`config.mk`:
```
export PLATFORM = sky130hd
export DESIGN_NAME = climate_alarm_controller_unit
export DESIGN_NICKNAME = d
export VERILOG_FILES = /design/src/rtl/cac_pkg.sv /design/src/rtl/climate_alarm_controller_unit.sv
export SDC_FILE = /design/constraint.sdc
export NUM_CORES = 1
export LEC_CHECK = 0
export ABC_AREA = 1
export BUFFER_PORTS_ARGS = -buffer_cell sky130_fd_sc_hd__buf_4
export CAP_MARGIN = 20
export CORE_MARGIN = 2
export CORE_UTILIZATION = 60
export CTS_CLUSTER_DIAMETER = 30
export CTS_CLUSTER_SIZE = 16
export DETAILED_ROUTE_END_ITERATION = 12
export PLACE_DENSITY = 0.9
export SLEW_MARGIN = 40
export SYNTH_ARGS = -nofsm -noshare
export SYNTH_HDL_FRONTEND = slang
export SYNTH_SLANG_ARGS = --single-unit
```
`constraint.sdc`:
```
create_clock -name aclk -period 9.4 [get_ports aclk]
set_input_delay 1.41 -clock aclk [delete_from_list [all_inputs] [get_ports aclk]]
set_output_delay 1.41 -clock aclk [all_outputs]
set_load 0.005 [all_outputs]
```
`src/rtl/cac_pkg.sv`:
```
package cac_pkg;

    localparam int TempWidth   = 11;
    localparam int PctWidth    = 7;
    localparam int StreakWidth = 8;
    localparam int TimeWidth   = 32;
    localparam int CfgIdxWidth = 3;
    localparam int CfgWidth    = 11;

    localparam logic [TimeWidth-1:0] CritPeriod = 32'd1000;
    localparam logic [TimeWidth-1:0] WarnPeriod = 32'd10000;
    localparam logic [TimeWidth-1:0] CritLen    = 32'd200;
    localparam logic [TimeWidth-1:0] WarnLen    = 32'd80;

    typedef enum logic {
        OP_UPDATE = 1'b0,
        OP_MUTE   = 1'b1
    } op_t;

    typedef enum logic [1:0] {
        ALARM_OK   = 2'd0,
        ALARM_WARN = 2'd1,
        ALARM_CRIT = 2'd2
    } alarm_t;

    typedef enum logic {
        TONE_1K = 1'b0,
        TONE_2K = 1'b1
    } tone_t;

    typedef enum logic [CfgIdxWidth-1:0] {
        CFG_FAN_ON_TEMP      = 3'd0,
        CFG_FAN_OFF_TEMP     = 3'd1,
        CFG_LIGHT_ON_PCT     = 3'd2,
        CFG_LIGHT_OFF_PCT    = 3'd3,
        CFG_ALARM_TEMP       = 3'd4,
        CFG_SOIL_DRY_PCT     = 3'd5,
        CFG_MAX_FAIL_STREAK  = 3'd6,
        CFG_RELAY_ACTIVE_LOW = 3'd7
    } cfg_idx_t;

endpackage

```
`src/rtl/climate_alarm_controller_unit.sv`:
```
// channel  | direction | handshake          | payload
// s_       | in        | s_valid / s_ready  | op, now_ms, reading_ok, temp, light, soil, streak
// m_       | out       | m_valid / m_ready  | fan, relay, lamp, alarm level, mute, buzzer, tone
// cfg_     | in        | cfg_we             | cfg_index, cfg_wdata
//
// one word per cycle while no result stalls: the input register feeds the comparators,
// alarm ranking and beep timer, which update the state and load the result register
// when the word leaves the input register; mute toggles make no result.
// synchronous active-low reset clears latches, timers and valid flags; config gets defaults.
// a stalled result holds the input register unless it holds a mute toggle;
// s_ready stays high while the input register is empty or moving.
module climate_alarm_controller_unit (
    input  logic                                  aclk,
    input  logic                                  aresetn,

    input  logic                                  cfg_we,
    input  logic [cac_pkg::CfgIdxWidth-1:0]       cfg_index,
    input  logic [cac_pkg::CfgWidth-1:0]          cfg_wdata,

    input  logic                                  s_valid,
    output logic                                  s_ready,
    input  logic                                  s_op,
    input  logic [cac_pkg::TimeWidth-1:0]         s_now_ms,
    input  logic                                  s_reading_ok,
    input  logic signed [cac_pkg::TempWidth-1:0]  s_temperature,
    input  logic [cac_pkg::PctWidth-1:0]          s_light_pct,
    input  logic [cac_pkg::PctWidth-1:0]          s_soil_pct,
    input  logic [cac_pkg::StreakWidth-1:0]       s_fail_streak,

    output logic                                  m_valid,
    input  logic                                  m_ready,
    output logic                                  m_fan_on,
    output logic                                  m_relay_level,
    output logic                                  m_lamp_on,
    output logic [1:0]                            m_alarm_level,
    output logic                                  m_mute_flag,
    output logic                                  m_buzzer_on,
    output logic                                  m_buzzer_tone
);
    import cac_pkg::*;

    // configuration
    logic signed [TempWidth-1:0] fan_on_temp_reg, fan_off_temp_reg, alarm_temp_reg;
    logic [PctWidth-1:0]         light_on_pct_reg, light_off_pct_reg, soil_dry_pct_reg;
    logic [StreakWidth-1:0]      max_fail_streak_reg;
    logic                        relay_active_low_reg;

    always_ff @(posedge aclk) begin
        if (!aresetn) begin
            fan_on_temp_reg      <= 11'sd300;
            fan_off_temp_reg     <= 11'sd280;
            light_on_pct_reg     <= 7'd30;
            light_off_pct_reg    <= 7'd40;
            alarm_temp_reg       <= 11'sd350;
            soil_dry_pct_reg     <= 7'd20;
            max_fail_streak_reg  <= 8'd3;
            relay_active_low_reg <= 1'b0;
        end else if (cfg_we) begin
            unique case (cfg_idx_t'(cfg_index))
                CFG_FAN_ON_TEMP:      fan_on_temp_reg      <= cfg_wdata;
                CFG_FAN_OFF_TEMP:     fan_off_temp_reg     <= cfg_wdata;
                CFG_LIGHT_ON_PCT:     light_on_pct_reg     <= cfg_wdata[PctWidth-1:0];
                CFG_LIGHT_OFF_PCT:    light_off_pct_reg    <= cfg_wdata[PctWidth-1:0];
                CFG_ALARM_TEMP:       alarm_temp_reg       <= cfg_wdata;
                CFG_SOIL_DRY_PCT:     soil_dry_pct_reg     <= cfg_wdata[PctWidth-1:0];
                CFG_MAX_FAIL_STREAK:  max_fail_streak_reg  <= cfg_wdata[StreakWidth-1:0];
                CFG_RELAY_ACTIVE_LOW: relay_active_low_reg <= cfg_wdata[0];
                default: ;
            endcase
        end
    end

    // input register
    logic                        in_valid_reg;
    op_t                         op_reg;
    logic [TimeWidth-1:0]        now_reg;
    logic                        ok_reg;
    logic signed [TempWidth-1:0] temp_reg;
    logic [PctWidth-1:0]         light_reg, soil_reg;
    logic [StreakWidth-1:0]      streak_reg;

    logic advance;
    assign advance = in_valid_reg && (op_reg == OP_MUTE || !m_valid || m_ready);
    assign s_ready = !in_valid_reg || advance;

    always_ff @(posedge aclk) begin
        if (!aresetn) begin
            in_valid_reg <= 1'b0;
        end else if (s_ready) begin
            in_valid_reg <= s_valid;
        end
    end

    always_ff @(posedge aclk) begin
        if (s_ready && s_valid) begin
            op_reg     <= op_t'(s_op);
            now_reg    <= s_now_ms;
            ok_reg     <= s_reading_ok;
            temp_reg   <= s_temperature;
            light_reg  <= s_light_pct;
            soil_reg   <= s_soil_pct;
            streak_reg <= s_fail_streak;
        end
    end

    // state
    logic                 fan_reg, lamp_reg, mute_reg, buzz_reg;
    tone_t                tone_reg;
    logic [TimeWidth-1:0] off_time_reg, last_beep_reg;

    logic                 fan_next, lamp_next, mute_next, buzz_next;
    tone_t                tone_next;
    logic [TimeWidth-1:0] off_time_next, last_beep_next;
    alarm_t               level;
    logic [TimeWidth-1:0] since_off, since_beep;

    assign since_off  = now_reg - off_time_reg;
    assign since_beep = now_reg - last_beep_reg;

    always_comb begin
        fan_next       = fan_reg;
        lamp_next      = lamp_reg;
        mute_next      = mute_reg;
        buzz_next      = buzz_reg;
        tone_next      = tone_reg;
        off_time_next  = off_time_reg;
        last_beep_next = last_beep_reg;
        level          = ALARM_OK;

        if (op_reg == OP_MUTE) begin
            mute_next = !mute_reg;
        end else begin
            if (!ok_reg) begin
                fan_next = 1'b0;
            end else if (!fan_reg) begin
                fan_next = (temp_reg >= fan_on_temp_reg);
            end else begin
                fan_next = !(temp_reg <= fan_off_temp_reg);
            end

            if (!lamp_reg) begin
                lamp_next = (light_reg <= light_on_pct_reg);
            end else begin
                lamp_next = !(light_reg >= light_off_pct_reg);
            end

            priority if (streak_reg >= max_fail_streak_reg
                         || (ok_reg && temp_reg >= alarm_temp_reg)) begin
                level = ALARM_CRIT;
            end else if (soil_reg <= soil_dry_pct_reg) begin
                level = ALARM_WARN;
            end else begin
                level = ALARM_OK;
            end

            if (level == ALARM_OK) begin
                mute_next = 1'b0;
            end

            // beep ends once the off time is reached, signed wrap compare
            if (buzz_reg && !since_off[TimeWidth-1]) begin
                buzz_next = 1'b0;
            end

            if (level == ALARM_CRIT && !mute_next) begin
                if (since_beep >= CritPeriod) begin
                    last_beep_next = now_reg;
                    off_time_next  = now_reg + CritLen;
                    buzz_next      = 1'b1;
                    tone_next      = TONE_2K;
                end
            end else if (level == ALARM_WARN && !mute_next) begin
                if (since_beep >= WarnPeriod) begin
                    last_beep_next = now_reg;
                    off_time_next  = now_reg + WarnLen;
                    buzz_next      = 1'b1;
                    tone_next      = TONE_1K;
                end
            end else begin
                buzz_next = 1'b0;
            end
        end
    end

    always_ff @(posedge aclk) begin
        if (!aresetn) begin
            fan_reg       <= 1'b0;
            lamp_reg      <= 1'b0;
            mute_reg      <= 1'b0;
            buzz_reg      <= 1'b0;
            tone_reg      <= TONE_1K;
            off_time_reg  <= '0;
            last_beep_reg <= '0;
        end else if (advance) begin
            fan_reg       <= fan_next;
            lamp_reg      <= lamp_next;
            mute_reg      <= mute_next;
            buzz_reg      <= buzz_next;
            tone_reg      <= tone_next;
            off_time_reg  <= off_time_next;
            last_beep_reg <= last_beep_next;
        end
    end

    // result register
    logic   out_valid_reg;
    logic   out_fan_reg, out_relay_reg, out_lamp_reg, out_mute_reg, out_buzz_reg;
    alarm_t out_level_reg;
    tone_t  out_tone_reg;
    logic   load_out;

    assign load_out = advance && op_reg == OP_UPDATE;

    always_ff @(posedge aclk) begin
        if (!aresetn) begin
            out_valid_reg <= 1'b0;
        end else if (load_out) begin
            out_valid_reg <= 1'b1;
        end else if (m_ready) begin
            out_valid_reg <= 1'b0;
        end
    end

    always_ff @(posedge aclk) begin
        if (load_out) begin
            out_fan_reg   <= fan_next;
            out_relay_reg <= fan_next ^ relay_active_low_reg;
            out_lamp_reg  <= lamp_next;
            out_level_reg <= level;
            out_mute_reg  <= mute_next;
            out_buzz_reg  <= buzz_next;
            out_tone_reg  <= tone_next;
        end
    end

    assign m_valid       = out_valid_reg;
    assign m_fan_on      = out_fan_reg;
    assign m_relay_level = out_relay_reg;
    assign m_lamp_on     = out_lamp_reg;
    assign m_alarm_level = out_level_reg;
    assign m_mute_flag   = out_mute_reg;
    assign m_buzzer_on   = out_buzz_reg;
    assign m_buzzer_tone = out_tone_reg;

`ifndef SYNTHESIS
    // buzzer only sounds on an unmuted warning or critical alarm
    a_buzz_needs_alarm: assert property (@(posedge aclk) disable iff (!aresetn)
        m_valid && m_buzzer_on |-> m_alarm_level != ALARM_OK && !m_mute_flag)
        else $error("buzzer on without an unmuted alarm");

    // an ok alarm always clears mute
    a_ok_clears_mute: assert property (@(posedge aclk) disable iff (!aresetn)
        m_valid && m_alarm_level == ALARM_OK |-> !m_mute_flag)
        else $error("mute reported with alarm ok");

    // a mute toggle never loads the result register
    a_mute_no_result: assert property (@(posedge aclk) disable iff (!aresetn)
        advance && op_reg == OP_MUTE && !m_valid |=> !m_valid)
        else $error("mute toggle produced a result word");

    // the state only moves when a word leaves the input register
    a_state_hold: assert property (@(posedge aclk) disable iff (!aresetn)
        !advance |=> $stable(last_beep_reg) && $stable(mute_reg))
        else $error("state changed without a word");
`endif

endmodule
```
==> After elaboration in Yosys (flattened, before gate mapping) <==
Index checks and enable logic that the tools add are counted.
{ "totals": {"inputBits": 86, "out_inout_bits": 10, "ff_bits": 209, "wordCells": 120} }
{ "classes": {"addsub": 4, "n_reduce_logical": 32, "muxes": 32, "n_lt_le_gt_ge": 9, "eq_ne": 10, "bitwise_logic": 2} }
{ "ops": {"columns": ["op", "count"], "rows": [
  ["2-to-1 mux 32 bit", 8],
  ["subtractor 32 bit", 2],
  ["adder 32 x 7 -> 32 bit, second input constant", 1],
  ["adder 32 x 8 -> 32 bit, second input constant", 1],
  ["greater-or-equal comparator 32 x 10 -> 1 bit, second input constant", 1],
  ["greater-or-equal comparator 32 x 14 -> 1 bit, second input constant", 1],
  ["greater-or-equal comparator 11 bit", 2],
  ["2-to-1 mux 1 bit", 22],
  ["AND reduction 2 bit", 8],
  ["less-or-equal comparator 7 bit", 2],
  ["== test 3 bit, second input constant", 4],
  ["less-or-equal comparator 11 bit", 1],
  ["greater-or-equal comparator 8 bit", 1],
  ["greater-or-equal comparator 7 bit", 1],
  ["logical AND 1 bit", 7],
  ["logical NOT 1 bit", 7],
  ["== test 3 x 2 -> 1 bit, second input constant", 2],
  ["nonzero test 2 bit", 3],
  ["AND reduction 5 bit", 1],
  ["logical OR 1 bit", 4],
  ["2-to-1 mux 2 bit", 2],
  ["== test 3 x 1 -> 1 bit, second input constant", 1],
  ["logical NOT 3 bit", 1],
  ["== test 2 x 1 -> 1 bit, second input constant", 1],
  ["5 further kinds", 5]
]} }

==> Longest topological paths before layout <==
{ "depth": {"word_depth": 13, "depth_mapped": 25, "mapped_depth_nobuf": 24} }

==> Worst setup path before layout <==
OpenSTA, ideal clock, no wires.
{ "synth_path": {"kind": "in2reg", "from": "in s_valid", "to": "reg light_reg[0], enable pin", "path_buffers": 0, "stages": 2, "slack_ns": 4.041, "required_time_ns": 8.868, "arrival_time_ns": 4.827, "setup_ns": 0.532, "path_cell_list": "inv_1 -> a31oi_1"} }
{ "synth_between": {"elab_chain_cells": 1} }
{ "synth_lines": {"columns": ["item", "line_no", "text"], "rows": [
  ["start: declaration", "climate_alarm_controller_unit.sv:20", "input logic s_valid,"],
  ["logical AND 1 bit", "climate_alarm_controller_unit.sv:95", "if (s_ready && s_valid) begin"],
  ["end signal: assignment", "climate_alarm_controller_unit.sv:100", "light_reg <= s_light_pct;"],
  ["end: declaration", "climate_alarm_controller_unit.sv:79", "logic [PctWidth-1:0] light_reg, soil_reg;"]
]} }
No other way between the ends.
A chain may end at the register's enable or synchronous reset.

==> Worst setup path after layout <==
{ "layout_path": {"from": "reg temp_reg[4]", "to": "reg off_time_reg[4]"} }
{ "layout_between": {"elab_chain_cells": 12, "elab_cells_between_ends": 18, "classes_between": "order compare: 1; eq/ne: 3; mux: 5; reduce/logical: 9"} }
{ "layout_lines": {"columns": ["item", "line_no", "text"], "rows": [
  ["start: declaration", "climate_alarm_controller_unit.sv:78", "logic signed [TempWidth-1:0] temp_reg;"],
  ["start signal: assignment", "climate_alarm_controller_unit.sv:99", "temp_reg <= s_temperature;"],
  ["greater-or-equal comparator 11 bit (*)", "climate_alarm_controller_unit.sv:148", "|| (ok_reg && temp_reg >= alarm_temp_reg)) begin"],
  ["logical AND 1 bit (*)", "climate_alarm_controller_unit.sv:148", null],
  ["logical OR 1 bit (*)", "climate_alarm_controller_unit.sv:148", null],
  ["2-to-1 mux 2 bit (*)", "climate_alarm_controller_unit.sv:147", "priority if (streak_reg >= max_fail_streak_reg"],
  ["2-to-1 mux 2 bit (*)", "climate_alarm_controller_unit.sv:130", "if (op_reg == OP_MUTE) begin"],
  ["logical NOT 2 bit", "climate_alarm_controller_unit.sv:156", "if (level == ALARM_OK) begin"],
  ["2-to-1 mux 1 bit", "climate_alarm_controller_unit.sv:156", null],
  ["2-to-1 mux 1 bit", "climate_alarm_controller_unit.sv:130", null],
  ["logical NOT 1 bit", "climate_alarm_controller_unit.sv:165, climate_alarm_controller_unit.sv:172", null],
  ["logical AND 1 bit, on equally long branches", "climate_alarm_controller_unit.sv:165, climate_alarm_controller_unit.sv:172", null],
  ["inequality test 2 x 1 -> 1 bit (no source line) / nonzero test 2 bit (equally long branches)", null, null],
  ["AND reduction 5 bit (no source line)", null, null],
  ["end signal: assignment", "climate_alarm_controller_unit.sv:200", "off_time_reg <= off_time_next;"],
  ["end: declaration", "climate_alarm_controller_unit.sv:109", "logic [TimeWidth-1:0] off_time_reg, last_beep_reg;"]
]} }
Mark *: on every way between the ends. The rest lies on a longest branch, timed or not. The select of a mux whose other input is x is not followed.

==> run metrics <==
status=finished clean; Antenna Nets Post-Route=0; Sw Ratio=a little under a third; Core ar.=roughly 0.023 mm²; DR vias/cell=5.55; cell-internal power=about 2 mW; P_sw=about 0.86 mW; Synth cell types=43; pre-CTS WS=between 5 and 6 ns; Synth top area share=between 10% and 20%; maximum capacitance violations=0; count leader, synth=nand2_1; worst setup margin=around 4.9 ns; setup TNS=0 ns; part of the power in combinational logic=approximately 18%; Fmax=approximately 220 MHz; top cells by area, synth=dfxtp_1 19%, edfxtp_1 16%, nand2_1 15%, ha_1 11%, inv_1 9.1%; most frequent CP cell=nand2_1; Setup Viol. Count Final=0; post-CTS sizing=0; area leader, netlist=dfxtp_1; Synth top cells by count=568 x nand2_1, 343 x inv_1, 192 x nor2_1; io pins=96; CTS buffer count=35; clock root buffer=clkbuf_16; peak supply drop=between 0.15 and 0.2 mV; Final Wtd Congestion=0.949; slowest CP cell=inv_2; routed vias=between 10000 and 15000; max incr delay on CP=around 0.59 ns; Primary FF master, synth=dfxtp_1; Max Slew Vio Count=0; CTS Buffer Depth=3; H-tree depth=2; CTS sink count=between 200 and 250; RSZ-0062 raised after global routing=no; Tot Pwr=~2.9 mW; wirelength, routed=approximately 40 mm; hold buffer count at cts=0; multi-input logic area=approximately 0.0077 mm²; total gr overflow=0; worst-skew pair later-pin latency=0.53 ns; layout overhead on the synthesized area=15.5%; Worst Hold Class=reg -> reg; cell area after synthesis=approximately 0.014 mm²; Net Count, Synth=approximately 2200; critical-path cell list=ha_1 -> a21oi_1 -> o21ai_0 -> nand3_1 -> nand3_1 -> or2_2 -> nand3_1 -> nand2_1 -> nand2_1 -> nand2_2 -> inv_2 -> nand2_1 -> nand2_8 -> nand2_1 -> nand2_1 -> nand2_1 -> nor2_1; DR pass1 iterations=7; Avg Cell Area, Syn=roughly 7 µm²; Buffers on Ports=95; Clock power frac=a little under half; largest net degree at the start of global routing=between 100 and 150; nets=about 2300; Reg area=just under 0.005 mm²; final worst path period share=between 40 and 50%; clk slew on worst S/H paths=around 0.060 ns; initial core utilization=60.5%; share of layout cells above drive strength 1=8.26%; Post-synth ARST share=0%; per-cell routed wire length=16.2 µm; clock skew=about 0.04 ns; worst endpoint required time=slightly below 10 ns; Leak=about 7.8 nW; die area=0.0247 mm²; critical path class=reg -> reg; worst-margin pin slew=just under 0.8 ns; CTS tree=yes; Synth Warn #=0; initial antenna violation count=0; CP Launch Type=register; Final Hold Viols=0; EDFF count, synth=75; DIE WIDTH=157 µm; Initial DRC Count=approximately 1100; Crit. End Element=register; # Post-CTS Setup Buffers=0; drt drc=0; n_diodes=0; filler instances=approximately 1900; vias in the first global route=13100; All-Layer GR Usage=32.5%; synthesized netlist cell count=around 2000; Die Y-Extent=about 160 µm; pwr dens=about 180 mW/mm²; DP HPWL=28.4 mm; Rows=56; WP data arrival=around 4.9 ns; first-pass GRT wire length=63.8 mm; Seq pwr share=35.3%; post-synthesis register bit count=~210; CP max FO=119; register area share after synthesis=between 30% and 40%; final worst path period need=between 4 and 5 ns; Slew headroom=between 40% and 50%; post-layout util=69.9%
critical path, delay by kind of cell (launching register included):
family	cells	cell delay (ns)
AND/OR/NAND/NOR	13	2.56
AO/OA/AOI/OAI	2	0.34
flip-flops	1	0.43
adder cells (fa/ha/maj)	1	0.33
buffers and inverters	1	0.59
cell families (layout without fill, tap and decap cells):
group	Yosys count	count (layout)	synth area share, %
and+or+nand+nor	956	956	28.4
buffers and inverters	401	511	11.2
AOI/OAI and AO/OA	288	288	11.1
DFF	206	206	34.6
adders and majority gates	124	124	11.1
xor gates and xnor gates	59	59	3.67
worst paths after layout:
kind                         from              endpoint  slack, ns  cells after the start
max reg2reg           temp_reg[4]       off_time_reg[4]       4.92                     17
max                   temp_reg[4]       off_time_reg[4]       4.92                     17
min reg2reg  light_off_pct_reg[4]  light_off_pct_reg[4]       0.47                      2
min          light_off_pct_reg[4]  light_off_pct_reg[4]       0.47                      2
stage by stage:
stage,hold WS [ns],cells,instance area (µm²)
floorplan,0.435,2034,14100
finish,0.468,2463,16300
global placement,0.445,2398,15000
detailed placement,0.456,2398,15000
global route,0.492,2463,16300
CTS,0.469,2462,16200
cell type report:
class,count,share of cell area (%)
clock inverter,20,1.37
clock buffer,44,6.30
tap,319,2.45
sequential,206,30.0
multi-input combinational,1427,47.2
inverter,347,8.01
timing repair buffer,100,4.75
power by group through the flow:
| stage | Clock (mW) | Sequential, mW | Combinational, mW |
|---|---|---|---|
| global placement | 0 | 1.03 | 0.494 |
| CTS | 1.33 | 1.01 | 0.520 |
| detailed placement | 0 | 1.03 | 0.511 |
| floorplan | 0 | 1.01 | 0.383 |
| finish | 1.33 | 1.01 | 0.529 |
| global route | 1.38 | 1.02 | 0.597 |
placed cells by master (no fill, tap or decap), types with 2 or more instances in the layout:
cell type,count
nor2_1,190
xnor2_1,3
inv_8,5
dfxtp_1,131
o21ai_0,78
inv_6,5
xor2_1,56
nor2_2,5
o21a_1,4
clkbuf_8,3
clkinv_1,2
buf_4,98
and2_1,5
nor4_1,7
o211ai_1,27
clkinv_2,2
nand3b_1,36
edfxtp_1,75
inv_1,343
a21boi_0,3
a211oi_1,2
inv_2,2
nand4_1,30
nand2_1,567
clkbuf_16,40
a21oi_1,165
bufinv_16,2
nor3_1,20
clkinvlp_4,4
o31ai_1,2
nand2_2,2
nand3_1,88
ha_1,123
clkbuf_1,2
routing by layer:
layer  up-vias  share of wire [%]  GRT usage [%]
li1       6697                  -              -
met1      6272                 39           38.5
met2       564                 49           57.0
met3       145                6.7           4.49
met4         0                5.3           17.2
met5         -                  0              0
Power figures use the tool's default switching activity.
